==> src/rtl/bmpd_pkg.sv <==
// Package for the bitmap pixel stream decoder: payload structs, codes and constants.
// Used by every module of the block; depends on nothing.
package bmpd_pkg;

    localparam int PALETTE_ENTRIES_DEF = 256;
    localparam int MAX_COLUMNS_DEF     = 4096;
    localparam int CFG_W               = 13;
    localparam int CFG_IDX_W           = 3;

    localparam logic [2:0] SRC_1BPP  = 3'd0;
    localparam logic [2:0] SRC_2BPP  = 3'd1;
    localparam logic [2:0] SRC_4BPP  = 3'd2;
    localparam logic [2:0] SRC_8BPP  = 3'd3;
    localparam logic [2:0] SRC_24BPP = 3'd4;
    localparam logic [2:0] SRC_32BPP = 3'd5;

    localparam logic [1:0] FMT_RGB565 = 2'd0;
    localparam logic [1:0] FMT_RGB24  = 2'd1;
    localparam logic [1:0] FMT_BGRA32 = 2'd2;

    localparam logic [2:0] REG_SRC_BITS  = 3'd0;
    localparam logic [2:0] REG_PAL_COUNT = 3'd1;
    localparam logic [2:0] REG_OUT_FMT   = 3'd2;
    localparam logic [2:0] REG_WIDTH     = 3'd3;
    localparam logic [2:0] REG_HEIGHT    = 3'd4;
    localparam logic [2:0] REG_X_OFFSET  = 3'd5;
    localparam logic [2:0] REG_DST_W     = 3'd6;
    localparam logic [2:0] REG_DST_H     = 3'd7;

    localparam logic OP_PIXEL   = 1'b0;
    localparam logic OP_PALETTE = 1'b1;

    typedef struct packed {
        logic       op;
        logic [7:0] data_byte;
        logic [7:0] pal_index;
        logic [7:0] pal_red;
        logic [7:0] pal_green;
        logic [7:0] pal_blue;
    } in_item_t;

    typedef struct packed {
        logic [11:0] column;
        logic [11:0] row;
        logic [31:0] pixel_word;
        logic [7:0]  alpha;
        logic        last_of_item;
    } out_item_t;

    // Controller to datapath.
    typedef struct packed {
        logic       take_byte;   // latch byte and start its pixels
        logic       emit;        // present one pixel at the output register
        logic       restart;     // configuration written
    } dp_cmd_t;

    // Datapath to controller.
    typedef struct packed {
        logic       more;        // another pixel pending for the current byte
        logic       ready;       // the pending pixel's colour is settled
        logic       active;      // stream live: geometry ok and not finished
    } dp_status_t;

    function automatic logic [31:0] pack_pixel(input logic [1:0] fmt,
                                               input logic [23:0] rgb,
                                               input logic [7:0] a);
        logic [7:0]  r;
        logic [7:0]  g;
        logic [7:0]  b;
        logic [31:0] w;
        r = rgb[23:16];
        g = rgb[15:8];
        b = rgb[7:0];
        unique case (fmt)
            FMT_RGB565: w = {16'd0, r[7:3], g[7:2], b[7:3]};
            FMT_RGB24:  w = {8'd0, b, g, r};
            FMT_BGRA32: w = {a, r, g, b};
            default:    w = 32'd0;
        endcase
        return w;
    endfunction

endpackage

==> src/rtl/bmpd_ctrl.sv <==
// Controller for the bitmap pixel stream decoder: input/output handshake sequencing.
// Depends on bmpd_pkg.
module bmpd_ctrl
    import bmpd_pkg::*;
(
    input  logic       clk,
    input  logic       rst_n,
    input  logic       in_valid,
    input  logic       in_op,
    output logic       in_stall,
    output logic       out_valid,
    input  logic       out_stall,
    input  logic       cfg_we,
    input  dp_status_t status,
    output dp_cmd_t    cmd
);

    typedef enum logic [1:0] {
        ST_IDLE = 2'b01,
        ST_EMIT = 2'b10
    } state_t;

    state_t state_reg, state_next;
    logic   out_valid_reg, out_valid_next;
    logic   slot_free;
    logic   accept;

    // The output register can take a new pixel when empty or being drained.
    assign slot_free = !out_valid_reg || !out_stall;
    assign in_stall  = (state_reg != ST_IDLE) || !slot_free;
    assign accept    = in_valid && !in_stall;
    assign out_valid = out_valid_reg;

    always_comb
    begin
        state_next     = state_reg;
        out_valid_next = out_valid_reg && out_stall;
        cmd            = '0;
        cmd.restart    = cfg_we;
        unique case (state_reg)
            ST_IDLE:
            begin
                if (accept && in_op == OP_PIXEL && status.active)
                begin
                    cmd.take_byte = 1'b1;
                    state_next    = ST_EMIT;
                end
            end
            ST_EMIT:
            begin
                if (!status.more)
                begin
                    state_next = ST_IDLE;
                end
                else if (slot_free && status.ready)
                begin
                    cmd.emit       = 1'b1;
                    out_valid_next = 1'b1;
                end
            end
            default: state_next = ST_IDLE;
        endcase
    end

    always_ff @(posedge clk or negedge rst_n)
    begin
        if (!rst_n)
        begin
            state_reg     <= ST_IDLE;
            out_valid_reg <= 1'b0;
        end
        else
        begin
            state_reg     <= state_next;
            out_valid_reg <= out_valid_next;
        end
    end

endmodule

==> config.mk <==
export PLATFORM = sky130hd
export DESIGN_NAME = bmpd_ctrl
export DESIGN_NICKNAME = d
export VERILOG_FILES = /design/src/rtl/bmpd_pkg.sv /design/src/rtl/bmpd_ctrl.sv
export SDC_FILE = /design/constraint.sdc
export NUM_CORES = 1
export LEC_CHECK = 0
export BUFFER_PORTS_ARGS = -buffer_cell sky130_fd_sc_hd__buf_2
export CAP_MARGIN = 15
export CORE_AREA = 2 2 39 41
export DETAILED_ROUTE_END_ITERATION = 10
export DIE_AREA = 0 0 41 43
export SYNTH_ARGS = -nofsm -noshare
export SYNTH_HDL_FRONTEND = slang
export SYNTH_SLANG_ARGS = --single-unit
==> constraint.sdc <==
create_clock -name clk -period 1.1 [get_ports clk]
set_input_delay 0.11 -clock clk [delete_from_list [all_inputs] [get_ports clk]]
set_output_delay 0.11 -clock clk [all_outputs]
set_load 0.1 [all_outputs]
==> results of run 1 <==
## how the worst max path moves through the flow
stage	startpoint	endpoint	slack [ns]
after CTS	out_valid$_DFF_PN0_	cmd[2]	-0.30
after floorplan	out_valid$_DFF_PN0_	cmd[2]	-0.62
final	out_valid$_DFF_PN0_	cmd[2]	-0.29
after global routing	out_valid$_DFF_PN0_	cmd[2]	-0.32
after global placement	state_reg[0]$_DFFE_PN1P_	cmd[2]	-0.04
after detailed placement	state_reg[0]$_DFFE_PN1P_	cmd[2]	-0.06
## critical path, cell delays in order (launching register included)
cell     delay [ns]
dfrtp_4        0.46
and2_4         0.17
nor3_4         0.21
buf_12         0.20
## metrics by stage
step	TNS [ns]	area, um^2	hold WS [ns]	cells	setup WS (ns)
floorplan	-1.05	194	-0.186	16	-0.620
global placement	-0.0655	344	-0.0940	45	-0.0440
detailed placement	-0.0852	344	-0.0923	45	-0.0556
CTS	-0.745	397	0.159	51	-0.297
global route	-0.864	397	0.190	51	-0.322
finish	-0.684	397	0.164	51	-0.285
## cells by family (layout without fill, tap and decap cells)
logic type	Yosys count	in the layout	share of synthesized area
AO/OA/AOI/OAI	2	2	0.101
buffers and inverters	1	20	0.0465
AND/OR/NAND/NOR	10	10	0.380
flip-flops	3	3	0.473
## cell type report
type / count / area (um^2)
Fill cell: 144 / 987
Timing Repair Buffer: 16 / 159
Multi-Input combinational cell: 12 / 111
Sequential cell: 3 / 80.1
Clock buffer: 4 / 26.3
Tap cell: 16 / 20.0
## per-layer routing
layer / vias up / share of wire / global-route usage / wire, um
met5: - / 0 / 0 / 0
met4: 0 / 0.065 / 0.140 / 31
met1: 96 / 0.34 / 0.0619 / 161
li1: 96 / - / - / -
met2: 8 / 0.54 / 0.103 / 258
met3: 2 / 0.056 / 0.0314 / 27
## synth_stat cells (all sizes together)
cell type  number
dfrtp           2
nand2           2
nand2b          2
nand3b          2
and2            1
buf             1
dfstp           1
nand4b          1
nor2            1
nor3            1
o31a            1
o31ai           1
## report_power, final
| group | switching [mW] | leakage [nW] | internal [mW] |
|---|---|---|---|
| Combinational | 0.0591 | 0.129 | 0.0491 |
| Clock | 0.0566 | 0.0150 | 0.136 |
| Sequential | 0.00327 | 0.0360 | 0.116 |
| Total | 0.119 | 0.180 | 0.301 |
## placed cells by master (no fill, tap or decap), drive strengths merged, types with 2 or more instances in the layout
master,count
buf,15
clkbuf,4
nand2,2
dfrtp,2
nand3b,2
nand2b,2
## what timing repair did
| action | in CTS | in global routing |
|---|---|---|
| pin swaps | 1 | 1 |
| hold buffers | 1 | 0 |
| buffers inserted | 1 | 0 |
| setup endpoints to repair | 5 | 6 |
| endpoints found under the hold margin | 3 | 0 |
| resized for setup | 2 | 0 |
| gates cloned | 0 | 0 |
==> results.json, run 1 <==
{
  "holdCritPathClass": "input port to flop",
  "crit_path_start_kind": "flop",
  "synth_cell_types": 13,
  "syn_area_um2": 161,
  "cts_root_buffer": "clkbuf_4",
  "synthCells": 16,
  "insertion_delay_ns": 0.23,
  "largest_reg_flops": 2,
  "diodes": 0,
  "overflow": 0,
  "drtAntennaViolNets": 0,
  "fin_nets": 45,
  "vias": 202,
  "drt-pass1-iter-count": 2,
  "hp-start": "out_stall",
  "synth_area_leaders": "dfrtp_1, dfstp_2, nand3b_1, nand2b_2, nand4b_1",
  "initial_core_util": 0.117,
  "regToRegSetupSlack_ns": -0.01,
  "drt_iter0_drc": 1,
  "fin_crit_ns": 1.39,
  "setup_violations": 5,
  "worst-setup-path-type": "flop to output port",
  "r2r-end": "state_reg[0]$_DFFE_PN1P_",
  "htreeDepth": 1,
  "rsz0062_at_grt": "yes",
  "required_ns": 0.99,
  "grt_pass1_vias": 194,
  "drive_gt1_frac": 0.714,
  "power_density_mw_per_mm2": 1060,
  "status": "finished with violations",
  "wl_per_cell_um": 9.37,
  "fmax_ghz": 0.722,
  "core_mm2": 0.00138,
  "ys_warn_count": 0,
  "grtUsageTotal": 0.0796,
  "endpoint_kind": "output port",
  "syn_avg_cell_area_um2": 10.1,
  "synth_area_leader_cell": "dfrtp_1",
  "cts.path.max_buffers": 2,
  "fp.dieH_um": 43,
  "cts_buffers": 3,
  "max_slew_margin": 0.863,
  "die-area_mm2": 0.00176,
  "area_delta_synth_final_pct": 146,
  "grt_max_degree": 4,
  "hold_violations": 0,
  "holdPathEnd": "out_valid$_DFF_PN0_",
  "port_buffers": 11,
  "period_share": 1.26,
  "drv_slew": 0,
  "vdd_drop_max_uv": 302,
  "skew_ns": 0.00129,
  "ff2ff_path_depth": 3,
  "io_pins": 14,
  "wl_um": 478,
  "route.detailed.drc": 0,
  "synth_nets": 25,
  "grt_pass1_wl_um": 765,
  "final_util": 0.287,
  "num_rows": 14,
  "tightest_slew_ns": 0.204,
  "cap_viol_max_count": 0,
  "die_x_um": 41,
  "fin_ws_ns": -0.285,
  "power_mw": 0.420,
  "place_congestion": 0.590,
  "clkTransAtPathRegs_ns": 0.04,
  "cts_tree": "yes",
  "viasPerCell": 3.96,
  "synth_top_area_share": 0.310,
  "grt_antenna_before_repair": 0,
  "clock_sinks": 3,
  "arrival_ns": 1.28,
  "dp_hpwl_um": 362,
  "r2r-start": "out_valid$_DFF_PN0_",
  "ys_ff_latch": 3,
  "leakagePower_nw": 0.180,
  "violations": "setup timing",
  "critPathMaxFanout": 3,
  "synth_seq_area_share": 0.473,
  "hold_depth": 3
}
Note: power is estimated with default switching activity, not from simulation.
==> inputs of run 2 (changes only) <==
--- a/config.mk
+++ b/config.mk
@@ -7,9 +7,13 @@
 export LEC_CHECK = 0
 export BUFFER_PORTS_ARGS = -buffer_cell sky130_fd_sc_hd__buf_2
 export CAP_MARGIN = 15
+export CELL_PAD_IN_SITES_DETAIL_PLACEMENT = 0
+export CELL_PAD_IN_SITES_GLOBAL_PLACEMENT = 1
 export CORE_AREA = 2 2 39 41
 export DETAILED_ROUTE_END_ITERATION = 10
 export DIE_AREA = 0 0 41 43
+export GPL_ROUTABILITY_DRIVEN = 0
+export PLACE_DENSITY_LB_ADDON = 0.1
 export SYNTH_ARGS = -nofsm -noshare
 export SYNTH_HDL_FRONTEND = slang
 export SYNTH_SLANG_ARGS = --single-unit
==> results.json, run 2 (same netlist as run 1, synthesis figures left out) <==
{
  "cts_root_buffer": "clkbuf_4",
  "arrival_ns": 1.27,
  "htreeDepth": 1,
  "netSwitchingFraction": 0.278,
  "wl_per_cell_um": 8.96,
  "drv_slew": 0,
  "combPwrFrac": 0.252,
  "vias": 194,
  "grt_pass1_wl_um": 717,
  "status": "finished with violations",
  "insertion_delay_ns": 0.23,
  "worst-setup-path-type": "flop to output port",
  "skew_ns": 0.000652,
  "drtAntennaViolNets": 0,
  "fp.dieH_um": 43,
  "required_ns": 0.99,
  "die_x_um": 41,
  "crit_path_start_kind": "flop",
  "fin_ws_ns": -0.278,
  "endpoint_kind": "output port",
  "vdd_drop_max_uv": 461,
  "cts.path.max_buffers": 2,
  "wl_um": 457,
  "grt_max_degree": 5,
  "initial_core_util": 0.117,
  "drive_gt1_frac": 0.714,
  "critPathMaxFanout": 4,
  "area_delta_synth_final_pct": 143,
  "power_density_mw_per_mm2": 1050,
  "violations": "setup timing",
  "power_mw": 0.412,
  "p_int_mw": 0.298,
  "port_buffers": 11,
  "fin_nets": 45,
  "cts_tree": "yes",
  "max_slew_margin": 0.870,
  "num_rows": 14,
  "dp_slack_ns": -0.0582,
  "viasPerCell": 3.80,
  "cts_buffers": 3,
  "grt_antenna_before_repair": 0,
  "drt-pass1-iter-count": 1,
  "leakagePower_nw": 0.178,
  "route.detailed.drc": 0,
  "io_pins": 14,
  "fin_crit_ns": 1.38,
  "holdCritPathClass": "input port to flop",
  "hold_violations": 0,
  "fmax_ghz": 0.726,
  "diodes": 0,
  "layout_common_cells": "buf_2, buf_12, buf_4",
  "hold_depth": 3,
  "p_seq_frac": 0.288,
  "die-area_mm2": 0.00176,
  "final_common_cell": "buf_2",
  "setup_violations": 5,
  "tightest_slew_ns": 0.194,
  "core_mm2": 0.00138,
  "period_share": 1.25,
  "grtUsageTotal": 0.0663,
  "overflow": 0,
  "grt_pass1_vias": 186,
  "hold_ws_ns": 0.167,
  "fill_cells": 151,
  "largest_reg_flops": 2,
  "cap_viol_max_count": 0,
  "clkPwrFrac": 0.460,
  "ff2ff_path_depth": 4,
  "rsz0062_at_grt": "yes",
  "clkTransAtPathRegs_ns": 0.03,
  "switchingPower_mw": 0.115,
  "final.setup.tns_ns": -0.676,
  "clock_sinks": 3,
  "drt_iter0_drc": 0
}
[run 2: per-layer routing]
metal  vias up  part of all wire  routed length [um]  track usage
met1        86              0.29                 133       0.0613
met2        11              0.50                 229       0.0938
met4         0             0.035                  16       0.0400
met5         -                 0                   0            0
li1         95                 -                   -            -
met3         2              0.17                  77       0.0576
[run 2: power groups by stage]
| stage | registers [mW] | clock network (mW) | logic [mW] |
|---|---|---|---|
| after global placement | 0.120 | 0 | 0.0993 |
| final | 0.119 | 0.190 | 0.104 |
| after detailed placement | 0.119 | 0 | 0.100 |
| after CTS | 0.119 | 0.195 | 0.105 |
| after global routing | 0.119 | 0.210 | 0.110 |
| after floorplan | 0.121 | 0 | 0.0727 |
[run 2: what timing repair did]
action | CTS | global route
endpoints found under the hold margin | 3 | 0
resized for setup | 1 | 0
buffers inserted | 1 | 1
setup endpoints to repair | 4 | 4
pin swaps | 1 | 2
hold buffers | 1 | 0
[run 2: final cells by class]
type,instances,area (um^2),area share
clock buffer,4,26.3,0.0669
multi-input combinational,12,111,0.283
sequential,3,80.1,0.204
tap,16,20.0,0.0510
timing repair buffer,16,155,0.395
[run 2: per-stage QoR]
stage	cells	util	cell area, um^2
detailed placement	44	0.243	337
finish	51	0.284	393
floorplan	16	-	194
global route	51	0.284	393
CTS	50	0.278	385
global placement	44	0.243	337
[run 2: final timing paths]
check / startpoint / endpoint / slack, ns
hold / removal: out_stall / out_valid$_DFF_PN0_ / 0.17
setup reg to reg: state_reg[0]$_DFFE_PN1P_ / out_valid$_DFF_PN0_ / -0.02
setup / recovery: out_valid$_DFF_PN0_ / cmd[2] / -0.28
max in group asynchronous: rst_n / state_reg[0]$_DFFE_PN1P_ / 0.70
hold reg to reg: state_reg[0]$_DFFE_PN1P_ / state_reg[1]$_DFFE_PN0P_ / 0.59
min in group asynchronous: rst_n / state_reg[1]$_DFFE_PN0P_ / 0.21
[run 2: critical path, stage by stage (launching register included)]
cell	delay, ns
dfrtp_4	0.46
and2_4	0.17
nor3_4	0.21
buf_12	0.20
==> inputs of run 3 (changes only) <==
==> constraint.sdc (replaced) <==
create_clock -name clk -period 1.1 [get_ports clk]
set_input_delay 0.11 -clock clk [delete_from_list [all_inputs] [get_ports clk]]
set_output_delay 0.11 -clock clk [all_outputs]
set_load 0.02 [all_outputs]
==> results.json, run 3 (same netlist as run 1, synthesis figures left out) <==
{
  "status": "finished with violations",
  "violations": "setup timing",
  "arrival_ns": 1.16,
  "power_density_mw_per_mm2": 1150,
  "clock_sinks": 3,
  "critPathMaxFanout": 3,
  "required_ns": 0.99,
  "fill_cells": 155,
  "cpPeakStageDelay_ns": 0.55,
  "largest_reg_flops": 2,
  "fp.dieH_um": 43,
  "die-area_mm2": 0.00176,
  "final.setup.tns_ns": -0.609,
  "dp_slack_ns": 0.0303,
  "drive_gt1_frac": 0.647,
  "tightest_slew_ns": 0.197,
  "period_share": 1.15,
  "fin_nets": 44,
  "drtAntennaViolNets": 0,
  "cts_tree": "yes",
  "final_common_cell": "buf_2",
  "drv_slew": 0,
  "drt-pass1-iter-count": 2,
  "endpoint_kind": "output port",
  "ff2ff_path_depth": 4,
  "diodes": 0,
  "critPathBufInv": 1,
  "power_mw": 0.374,
  "overflow": 0,
  "r2r-end": "state_reg[0]$_DFFE_PN1P_",
  "grt_max_degree": 5,
  "num_rows": 14,
  "regToRegSetupSlack_ns": -0.12,
  "drt_iter0_drc": 1,
  "grt_antenna_before_repair": 0,
  "final_area_um2": 327,
  "cts.path.max_buffers": 2,
  "holdCritPathClass": "input port to flop",
  "wl_um": 446,
  "die_x_um": 41,
  "port_buffers": 11,
  "route.detailed.drc": 0,
  "vdd_drop_max_uv": 249,
  "grt_pass1_wl_um": 717,
  "cts_buffers": 3,
  "cap_viol_max_count": 0,
  "hold_violations": 0,
  "fmax_ghz": 0.790,
  "clkTransAtPathRegs_ns": 0.04,
  "skew_ns": 0.000276,
  "worst-path-stages": 3,
  "cp_slowest_cell": "dfstp_2",
  "worst-setup-path-type": "flop to output port",
  "layout_common_cells": "buf_2, clkbuf_4, buf_4",
  "crit_path_start_kind": "flop",
  "r2r-start": "state_reg[0]$_DFFE_PN1P_",
  "htreeDepth": 1,
  "vias": 181,
  "initial_core_util": 0.117,
  "area_delta_synth_final_pct": 102,
  "leakagePower_nw": 0.165,
  "cts_root_buffer": "clkbuf_4",
  "hold_ws_ns": 0.178,
  "place_area_um2": 240,
  "dp_hpwl_um": 342,
  "io_pins": 14,
  "insertion_delay_ns": 0.23,
  "grtUsageTotal": 0.0706,
  "setup_violations": 5,
  "fin_crit_ns": 1.27,
  "crit_path_end": "cmd[2]",
  "crit_path_cell_trace": "nand2b_4, nor3_4, buf_6",
  "max_slew_margin": 0.868,
  "wl_per_cell_um": 8.92,
  "startpoint": "state_reg[0]$_DFFE_PN1P_",
  "rsz0062_at_grt": "yes",
  "core_mm2": 0.00138,
  "crit_family": "flip-flops",
  "fin_ws_ns": -0.166,
  "viasPerCell": 3.62,
  "grt_pass1_vias": 192
}
run 3: changes by cell type in the layout (fill, tap and decap cells not counted):
cell,previous run,this run
buf_12,4,0
buf_2,7,9
buf_6,0,2
buf_4,4,3
dfrtp_1,1,2
dfrtp_4,1,0
nor2_1,0,1
nor2_4,1,0
run 3: worst min path at each step:
stage,from,to,slack (ns),cells after the start
after floorplan,rst_n,out_valid$_DFF_PN0_,-0.19,0
after global placement,rst_n,out_valid$_DFF_PN0_,-0.09,1
after detailed placement,rst_n,out_valid$_DFF_PN0_,-0.09,1
after CTS,out_stall,out_valid$_DFF_PN0_,0.16,3
after global routing,rst_n,state_reg[1]$_DFFE_PN0P_,0.20,2
final,out_stall,out_valid$_DFF_PN0_,0.18,3
run 3: repair_timing:
action                     CTS  global route
setup buffers                2             1
setup endpoints to repair    3             5
hold buffers                 1             0
gates resized for setup      8             0
gates cloned                 0             0
hold endpoints to repair     3             0
run 3: stage by stage:
stage	utilization	instances
global placement	0.174	42
detailed placement	0.174	42
global route	0.236	50
CTS	0.231	49
floorplan	-	16
finish	0.236	50
run 3: cell type report:
class                   count  area (um^2)  share of cell area
clock buffers               4         26.3              0.0805
multi-input cells          12          104               0.318
well taps                  16         20.0              0.0613
repair buffers             15          100               0.307
flip-flops and latches      3         76.3               0.234
run 3: power by group:
| part | total [mW] | internal (mW) | switching [mW] | leakage [nW] |
|---|---|---|---|---|
| registers | 0.119 | 0.116 | 0.00327 | 0.0380 |
| clock network | 0.189 | 0.136 | 0.0533 | 0.0150 |
| logic | 0.0660 | 0.0400 | 0.0260 | 0.112 |
run 3: metal layers:
| layer | vias up | part of all wire | GRT usage |
|---|---|---|---|
| met5 | - | 0 | 0 |
| met4 | 0 | 0 | 0.100 |
| met3 | 0 | 0.13 | 0.0314 |
| met2 | 9 | 0.49 | 0.0844 |
| met1 | 81 | 0.37 | 0.0717 |
| li1 | 91 | - | - |
run 3: tightest hold or removal path: stages:
cell and delay [ns]:
buf_2 0.09, nand2_1 0.09, nand2_1 0.08
